### config.mk
export PLATFORM = sky130hd
export DESIGN_NAME = lwn_geom
export DESIGN_NICKNAME = d
export VERILOG_FILES = /design/src/rtl/core/lwn_pkg.sv /design/src/rtl/core/lwn_geom.sv
export SDC_FILE = /design/constraint.sdc
export NUM_CORES = 2
export LEC_CHECK = 0
export BUFFER_PORTS_ARGS = -buffer_cell sky130_fd_sc_hd__buf_2
export CAP_MARGIN = 20
export CELL_PAD_IN_SITES_DETAIL_PLACEMENT = 1
export CELL_PAD_IN_SITES_GLOBAL_PLACEMENT = 1
export CORE_MARGIN = 8
export CORE_UTILIZATION = 32
export DETAILED_ROUTE_END_ITERATION = 12
export PLACE_DENSITY_LB_ADDON = 0.1
export SYNTH_ARGS = -nofsm -noshare
export SYNTH_HDL_FRONTEND = slang
export SYNTH_SLANG_ARGS = --single-unit
### constraint.sdc
create_clock -name i_clk -period 14.49 [get_ports i_clk]
set_clock_uncertainty 0.05 [all_clocks]
set_input_delay 0.7245 -clock i_clk [delete_from_list [all_inputs] [get_ports i_clk]]
set_output_delay 0.7245 -clock i_clk [all_outputs]
set_load 0.005 [all_outputs]
### src/rtl/core/lwn_pkg.sv
// shared types and constants of the linear image warp block
package lwn_pkg;

    localparam logic [12:0] BOX_SAT = 13'd4096;

    typedef struct packed {
        logic        mode;
        logic [15:0] src_index;
        logic [31:0] pixel;
        logic [11:0] dest_x;
        logic [11:0] dest_y;
    } t_in_word;

    typedef struct packed {
        logic [31:0] color;
        logic        inside_res;
        logic        singular;
        logic [12:0] dest_width;
        logic [12:0] dest_height;
    } t_out_word;

    typedef enum logic [2:0] {
        REG_MAT_A      = 3'd0,
        REG_MAT_B      = 3'd1,
        REG_MAT_C      = 3'd2,
        REG_MAT_D      = 3'd3,
        REG_SRC_WIDTH  = 3'd4,
        REG_SRC_HEIGHT = 3'd5,
        REG_BACKDROP   = 3'd6
    } t_reg_index;

    // live configuration, source size already clamped
    typedef struct packed {
        logic signed [15:0] mat_a;
        logic signed [15:0] mat_b;
        logic signed [15:0] mat_c;
        logic signed [15:0] mat_d;
        logic [8:0]         src_w;
        logic [8:0]         src_h;
        logic [31:0]        backdrop;
    } t_cfg;

    // values derived from the configuration
    typedef struct packed {
        logic signed [14:0] bx0;
        logic signed [14:0] by0;
        logic [12:0]        bw;
        logic [12:0]        bh;
        logic signed [41:0] recip;
        logic               singular;
    } t_geom;

endpackage

### src/rtl/core/lwn_geom.sv
// configuration registers and the sequencer for box, determinant and reciprocal
module lwn_geom
    import lwn_pkg::*;
#(
    parameter int MAX_SRC_WIDTH  = 256,
    parameter int MAX_SRC_HEIGHT = 256
) (
    input  logic        i_clk,
    input  logic        i_rst_n,
    input  logic        i_cfg_valid,
    input  logic [2:0]  i_cfg_index,
    input  logic [31:0] i_cfg_data,
    output logic        o_cfg_ready,
    output t_cfg        o_cfg,
    output t_geom       o_geom,
    output logic        o_busy
);

    typedef enum logic [5:0] {
        ST_IDLE   = 6'b000001,
        ST_CORNER = 6'b000010,
        ST_DET1   = 6'b000100,
        ST_DET2   = 6'b001000,
        ST_DIV    = 6'b010000,
        ST_FIN    = 6'b100000
    } t_state;

    localparam logic [8:0] RST_W = (256 > MAX_SRC_WIDTH)  ? 9'(MAX_SRC_WIDTH)  : 9'd256;
    localparam logic [8:0] RST_H = (256 > MAX_SRC_HEIGHT) ? 9'(MAX_SRC_HEIGHT) : 9'd256;

    t_state r_state;
    logic [5:0] r_cnt;
    t_cfg r_cfg;
    t_geom r_geom;

    logic signed [42:0] r_acc;
    logic signed [30:0] r_minx, r_maxx, r_miny, r_maxy;
    logic signed [32:0] r_det;
    logic [31:0] r_rem;
    logic [40:0] r_q;

    logic cfg_we;
    logic [8:0] n_w, n_h;
    logic [1:0] corner;
    logic row, term;
    logic signed [25:0] cx_far, cy_far, op_x, op_y, op;
    logic signed [15:0] coef;
    logic signed [41:0] prod;
    logic signed [42:0] sum;
    logic signed [30:0] p;
    logic signed [32:0] prod_ad, prod_bc, n_det;
    logic [31:0] dmag;
    logic [32:0] rs;
    logic ge;
    logic signed [14:0] bx0, by0;
    logic signed [15:0] ceilx, ceily;
    logic signed [16:0] bwd, bhd;

    assign cfg_we = i_cfg_valid;
    assign o_cfg_ready = 1'b1;
    assign o_cfg = r_cfg;
    assign o_geom = r_geom;
    assign o_busy = (r_state != ST_IDLE);

    assign n_w = ({4'b0, i_cfg_data[8:0]} > 13'(MAX_SRC_WIDTH))
               ? 9'(MAX_SRC_WIDTH) : i_cfg_data[8:0];
    assign n_h = ({4'b0, i_cfg_data[8:0]} > 13'(MAX_SRC_HEIGHT))
               ? 9'(MAX_SRC_HEIGHT) : i_cfg_data[8:0];

    // corner products, one per cycle until a config write restarts them: corner, row, term
    assign corner = r_cnt[3:2];
    assign row = r_cnt[1];
    assign term = r_cnt[0];
    assign cx_far = $signed({1'b0, r_cfg.src_w, 16'h0}) - 26'sd1;
    assign cy_far = $signed({1'b0, r_cfg.src_h, 16'h0}) - 26'sd1;
    assign op_x = (corner == 2'd1 || corner == 2'd2) ? cx_far : 26'sd1;
    assign op_y = corner[1] ? cy_far : 26'sd1;
    assign op = term ? op_y : op_x;
    assign coef = row ? (term ? r_cfg.mat_d : r_cfg.mat_c)
                      : (term ? r_cfg.mat_b : r_cfg.mat_a);
    assign prod = coef * op;
    assign sum = r_acc + 43'(prod);
    assign p = 31'(sum >>> 12);

    assign prod_ad = r_cfg.mat_a * r_cfg.mat_d;
    assign prod_bc = r_cfg.mat_b * r_cfg.mat_c;
    assign n_det = r_det - prod_bc;

    // restoring divide of 2^40 by the determinant magnitude
    assign dmag = r_det[32] ? 32'(-r_det) : r_det[31:0];
    assign rs = {r_rem, (r_cnt == 6'd0)};
    assign ge = rs >= {1'b0, dmag};

    assign bx0 = 15'(r_minx >>> 16);
    assign by0 = 15'(r_miny >>> 16);
    assign ceilx = 16'(($signed({r_maxx[30], r_maxx}) + 32'sd65535) >>> 16);
    assign ceily = 16'(($signed({r_maxy[30], r_maxy}) + 32'sd65535) >>> 16);
    assign bwd = 17'(ceilx) - 17'(bx0);
    assign bhd = 17'(ceily) - 17'(by0);

    always_ff @(posedge i_clk) begin
        if (!i_rst_n) begin
            r_state <= ST_CORNER;
            r_cnt <= '0;
            r_cfg.mat_a <= 16'sd4096;
            r_cfg.mat_b <= 16'sd0;
            r_cfg.mat_c <= 16'sd0;
            r_cfg.mat_d <= 16'sd4096;
            r_cfg.src_w <= RST_W;
            r_cfg.src_h <= RST_H;
            r_cfg.backdrop <= 32'd0;
        end else if (cfg_we) begin
            r_state <= ST_CORNER;
            r_cnt <= '0;
            unique case (t_reg_index'(i_cfg_index))
                REG_MAT_A:      r_cfg.mat_a <= i_cfg_data[15:0];
                REG_MAT_B:      r_cfg.mat_b <= i_cfg_data[15:0];
                REG_MAT_C:      r_cfg.mat_c <= i_cfg_data[15:0];
                REG_MAT_D:      r_cfg.mat_d <= i_cfg_data[15:0];
                REG_SRC_WIDTH:  r_cfg.src_w <= n_w;
                REG_SRC_HEIGHT: r_cfg.src_h <= n_h;
                REG_BACKDROP:   r_cfg.backdrop <= i_cfg_data;
                default: ;
            endcase
        end else begin
            unique case (r_state)
                ST_IDLE: ;
                ST_CORNER: begin
                    r_cnt <= r_cnt + 6'd1;
                    if (r_cnt == 6'd15) begin
                        r_state <= ST_DET1;
                    end
                end
                ST_DET1: r_state <= ST_DET2;
                ST_DET2: begin
                    r_cnt <= '0;
                    r_state <= (n_det == 33'sd0) ? ST_FIN : ST_DIV;
                end
                ST_DIV: begin
                    r_cnt <= r_cnt + 6'd1;
                    if (r_cnt == 6'd40) begin
                        r_state <= ST_FIN;
                    end
                end
                ST_FIN: r_state <= ST_IDLE;
                default: r_state <= ST_IDLE;
            endcase
        end
    end

    always_ff @(posedge i_clk) begin
        if (r_state == ST_CORNER) begin
            if (!term) begin
                r_acc <= 43'(prod);
            end else if (!row) begin
                if (corner == 2'd0 || p < r_minx) r_minx <= p;
                if (corner == 2'd0 || p > r_maxx) r_maxx <= p;
            end else begin
                if (corner == 2'd0 || p < r_miny) r_miny <= p;
                if (corner == 2'd0 || p > r_maxy) r_maxy <= p;
            end
        end
        if (r_state == ST_DET1) begin
            r_det <= prod_ad;
        end
        if (r_state == ST_DET2) begin
            r_det <= n_det;
            r_rem <= '0;
            r_q <= '0;
        end
        if (r_state == ST_DIV) begin
            r_rem <= ge ? 32'(rs - {1'b0, dmag}) : rs[31:0];
            r_q <= {r_q[39:0], ge};
        end
        if (r_state == ST_FIN) begin
            r_geom.bx0 <= bx0;
            r_geom.by0 <= by0;
            r_geom.bw <= (bwd > 17'sd4096) ? BOX_SAT : bwd[12:0];
            r_geom.bh <= (bhd > 17'sd4096) ? BOX_SAT : bhd[12:0];
            r_geom.singular <= (r_det == 33'sd0);
            r_geom.recip <= r_det[32] ? -$signed({1'b0, r_q}) : $signed({1'b0, r_q});
        end
    end

endmodule

## Word-level counts from Yosys, hierarchy flattened

Index checks and enable logic that the tools add are counted.

- Add/subtract/negate cells: 12
- Multiply operators: 3
- $lt $le $gt $ge: 8
- Equal/unequal tests: 19
- Muxes and demuxes: 21
- Bitwise logic cells: 4
- Reductions and logical operators: 28

Operators by type and width:

| kind | count |
|---|---|
| $mux 32 | 4 |
| $mux 41 | 3 |
| $mux 26 | 3 |
| $logic_not 33->1 | 2 |
| $mux 33 | 2 |
| $add 31x17->32 const B | 2 |
| $mul 16x16->32 | 2 |
| $gt 31x31->1 | 2 |
| $lt 31x31->1 | 2 |
| $sub 25x1->26 const B | 2 |
| $mux 16 | 3 |
| $add 42x42->43 | 1 |
| $mul 16x26->42 | 1 |
| $neg 41->42 | 1 |
| $gt 17x14->1 const B | 2 |
| $sub 16x15->17 | 2 |
| $ge 33x32->1 | 1 |
| $sub 33x32->33 | 1 |
| $neg 32->32 | 1 |
| $sub 32x32->32 | 1 |
| $pmux 6 s5 | 1 |
| $mux 6 | 3 |
| $reduce_and 2->1 | 8 |
| $reduce_and 4->1 | 4 |
| 25 further kinds | 41 |

- Bits in registers: 497
- Input bits: 38
- Output and inout bits: 215
- Logic and storage cells: 119

## Depth between registers and ports, before layout

- Depth after elaboration: 9
- Depth in mapped cells: 51
- Gate-level depth less buffers: 50

## Least setup slack after synthesis

No wires, ideal clock.

- Kind: register to register
- Start point: register r_cnt[1]
- End point: register r_maxx[0] (enable)
- Setup time: 0.458 ns
- Arrival: 13.576 ns
- Required time: 13.982 ns
- Setup slack: 0.406 ns
- Cell stages (with the launch flop): 47
- Buffers on the path: 4
- Clock period less this slack: 14.084 ns
- Path through: dfxtp_1 clkbuf_1 clkbuf_1 clkbuf_1 mux4_2 clkbuf_1 nand2_1 fa_1 inv_1 fa_1 inv_1 fa_1 inv_1 fa_1 fa_1 inv_1 fa_1 inv_1 (+11 left out) ha_1 a21o_1 a21o_1 a21o_1 a211oi_1 o21ai_0 a211o_1 o41a_1 a21o_1 a21oi_1 xnor2_1 ha_1 nand4_1 or4_1 o31ai_1 and2_1 o21ai_0 nor3_1

- Longest elaborated chain between the ends: 6
- Elaborated cells on any way between the ends: 7
- Those cells by class: add/sub: 1; mul: 1; order compare: 1; mux: 1; bitwise: 1; reduce/logical: 2

RTL lines:

| what | RTL line | source |
|---|---|---|
| start: declaration | lwn_geom.sv:32 | `logic [5:0] r_cnt;` |
| start signal: assignment | lwn_geom.sv:129 | `r_cnt <= r_cnt + 6'd1;` |
| start signal: assignment | lwn_geom.sv:140 | `r_cnt <= r_cnt + 6'd1;` |
| $mux 16 | lwn_geom.sv:79 | `assign coef = row ? (term ? r_cfg.mat_d : r_cfg.mat_c)` |
| $mul 16x26->42 | lwn_geom.sv:81 | `assign prod = coef * op;` |
| net prod[21] | lwn_geom.sv:48 | `logic signed [41:0] prod;` |
| $add 42x42->43 | lwn_geom.sv:82 | `assign sum = r_acc + 43'(prod);` |
| net sum[40] | lwn_geom.sv:49 | `logic signed [42:0] sum;` |
| $gt 31x31->1 | lwn_geom.sv:157 | `if (corner == 2'd0 \|\| p > r_maxx) r_maxx <= p;` |
| $logic_or 1x1->1 | lwn_geom.sv:157 |  |
| $reduce_and 4->1 (no source line) | -- |  |
| end signal: assignment | lwn_geom.sv:157 |  |
| end: declaration | lwn_geom.sv:37 | `logic signed [30:0] r_minx, r_maxx, r_miny, r_maxy;` |

The timed path passes the listed nets, and every way through them passes these cells.
A chain may end at the register's enable or synchronous reset.

## Final worst setup path

- Start point: register r_cnt[0]
- End point: register r_maxx[7] (enable)

- Longest elaborated chain between the ends: 7
- Elaborated cells on any way between the ends: 9
- Those cells by class: add/sub: 1; mul: 1; order compare: 1; mux: 4; reduce/logical: 2

RTL lines:

| what | RTL line |
|---|---|
| $mux 16, on equally long branches | lwn_geom.sv:80, lwn_geom.sv:79 |
| $mux 16 | lwn_geom.sv:79 |
| $mul 16x26->42 * | lwn_geom.sv:81 |
| net prod[21] | lwn_geom.sv:48 |
| $add 42x42->43 * | lwn_geom.sv:82 |
| net sum[40] | lwn_geom.sv:49 |
| $gt 31x31->1 * | lwn_geom.sv:157 |
| $logic_or 1x1->1 * | lwn_geom.sv:157 |
| $reduce_and 4->1 (no source line) * | -- |

Mark *: on every way through the listed nets, which the timed path passes. The rest lies on a longest branch.

==> impl_metrics.tcl <==
set metrics [dict create \
    rsz0062_at_grt "false" \
    start_util_pct 32.13 \
    drt-total-wl_um 194500 \
    slew_violations 0 \
    cp_slowest_cell "fa_1" \
    muxShareOfSynthArea_pct 1.129 \
    synth_fa_ha_area_share_pct 40.36 \
    die_area_um2 199600 \
    fin_crit_sh_pct 93.73 \
    drt-pass1-iter-count 5 \
    grt_pass1_vias 47670 \
    drv_cap 0 \
    area_growth_pct 12.14 \
    cts_buffers 69 \
    clock_latency_ns 0.69 \
    power_mw 3.992 \
    rows 158 \
    synthArstFlopShare_pct 0 \
    gp_congestion 0.8414 \
    setup_viol 0 \
    final_util_pct 36.03 \
    slowest_delay_ns 0.73 \
    synth-seq-area-share_pct 23.01 \
    ctsResizeCount 0 \
    grt_overflow_total 0 \
    drc 0 \
    hp-class "in -> reg" \
    groute.usage.overall_pct 19.27 \
    tritoncts "built" \
    routedWlPerCell_um 22.14 \
    synth_compound_area_share_pct 9.396 \
    drt-vias-per-instance 4.915 \
    grt_pass1_wl_um 296100 \
    end_kind "flop" \
    tightest_slew_ns 1.139 \
    synthFlopType "edfxtp_1" \
    worstSetupPathType "reg -> reg" \
    run_status "complete, no violations" \
    ant_nets 0 \
    worstPathMaxFanout 19 \
    syn_area_per_cell_um2 9.923 \
    syn-num-nets 7412 \
    clk_pin_slew_ns 0.06 \
    pin_count 253 \
    yosys_register_bits 497 \
    relSlewSlack_pct 23.52 \
    grt_max_degree 116 \
    p_leak_nw 31.91 \
    dp_slack_ns 0.5450 \
    synth-edff-count 371 \
    fin_nets 7675 \
    die_w_um 446.8 \
    synthCells 5985 \
    post-dp-hpwl_um 156000 \
    drive_gt1_share_pct 8.820 \
    netlist-cell-type-count 78 \
    peakVddDrop_mv 0.06865 \
    port_buffers 251 \
    dr.first_iter.drc_count 1952 \
    synthXorXnorAreaFrac_pct 4.483 \
    synthesis.area_um2 59390 \
    clockBufferDepth 3 \
    clock_sinks 497 \
    synthSimpleGateAreaFrac_pct 14.42 \
    htreeDepth 3 \
    postCtsHoldBufs 0 \
    ys_warn_count 0 \
    cp.arrival_ns 13.86 \
    post_cts_buffers 0 \
    core_um2 184800 \
    tns_ns 0 \
    final_cells 8787 \
    power_density_nw_per_um2 59.94 \
    startpoint_type "flop" \
    postLayoutSetupSlackWorst_ns 0.9080 \
    root_buffer "clkbuf_16" \
    min_period_ns 13.58 \
    antenna_found_initial 15 \
    hold_violations 0 \
    cp_data_required_time_ns 14.77 \
    dp.cells 8654 \
    via_count 43190 \
    die_h_um 446.8 \
    fmax_mhz 73.63 \
    synth_top_family_by_area "adder cells" \
]
## kinds of logic (layout without fill, tap and decap cells)
group / Yosys count / after routing
flops: 497 / 497
xor+xnor: 304 / 304
buf+inv: 1138 / 1457
other cells: 1 / 4
simple gates: 1758 / 1758
mux: 53 / 53
compound gates: 844 / 844
fa+ha+maj: 1390 / 1390
## report_power, final
part           total (mW)  switching (mW)  internal (mW)
clock network        1.79           0.736           1.05
logic               0.616           0.395          0.222
registers            1.59          0.0183           1.57
total                3.99            1.15           2.84
## state kept, by name (all words and copies together) (netlist names)
name / flops
r_rem: 32
r_maxy: 31
r_det: 33
r_acc: 42
r_miny: 31
r_cnt: 6
r_minx: 31
o_cfg: 114
o_geom: 99
r_state: 6
r_q: 41
r_maxx: 31
## cells in the mapped netlist (83+ instances only)
| library cell | instances | area share, % |
|---|---|---|
| xnor2_1 | 221 | 3.3 |
| a21boi_0 | 121 | 1.5 |
| inv_1 | 955 | 6.0 |
| nor2_1 | 304 | 1.9 |
| xor2_1 | 83 | 1.2 |
| dfxtp_1 | 126 | 4.2 |
| and2_1 | 384 | 4.0 |
| a21o_1 | 104 | 1.3 |
| ha_1 | 512 | 11 |
| fa_1 | 877 | 30 |
| edfxtp_1 | 371 | 19 |
| o21ai_0 | 148 | 1.2 |
| clkbuf_1 | 176 | 1.1 |
| nand2_1 | 670 | 4.2 |
| a21oi_1 | 192 | 1.6 |
## worst paths after layout
| check | to | from | slack, ns | depth (start not counted) |
|---|---|---|---|---|
| worst max-delay path | r_maxx[7]$_DFFE_PP_ | r_cnt[0]$_SDFFE_PP0P_ | 0.91 | 47 |
| worst min register to register | o_geom[72]$_DFFE_PN_ | r_miny[19]$_DFFE_PP_ | 0.40 | 0 |
| worst max register to register | r_maxx[7]$_DFFE_PP_ | r_cnt[0]$_SDFFE_PP0P_ | 0.91 | 47 |
| worst min-delay path | o_cfg[17]$_SDFFE_PN0P_ | i_cfg_data[17] | 0.27 | 3 |
## critical path: cells and delay by family (launching register included)
kind | cells | cell delay [ns]
fa+ha+maj | 9 | 4.42
compound gates | 17 | 3.90
simple gates | 10 | 2.40
buf+inv | 9 | 1.62
xor+xnor | 2 | 0.50
flops | 1 | 0.38
## through the flow
step	hold WS, ns	cell area (um2)
global placement	0.3872	64090
global route	0.2309	66600
floorplan	0.3764	59390
detailed placement	0.3878	64150
finish	0.2655	66600
CTS	0.1972	66520
## layout by cell type, fill, tap and decap left out, types with 188 or more instances in the layout
cell      count
and2_1      384
nand2_1     669
fa_1        877
a21oi_1     188
ha_1        512
nor2_1      300
edfxtp_1    371
inv_1       955
xnor2_1     214
buf_2       251
## per-layer routing
metal  vias to the layer above  track usage [%]  share of wire (%)
met5                         -                0              0.014
met4                         4            4.661                2.3
met3                       184            2.057                3.1
met2                       621            34.24                 50
met1                     22400            25.19                 44
li1                      19970                -                  -
## layout make-up
cell class | instances | area (um2)
well taps | 2480 | 3103
fillers | 20900 | 118200
inverters | 955 | 3585
clock buffers | 86 | 1863
diodes | 3 | 7.507
clock inverters | 41 | 514.2
repair buffers | 375 | 2240
multi-input cells | 4350 | 41620
flip-flops and latches | 497 | 13660
No activity file was read; power rests on OpenSTA's default activity.
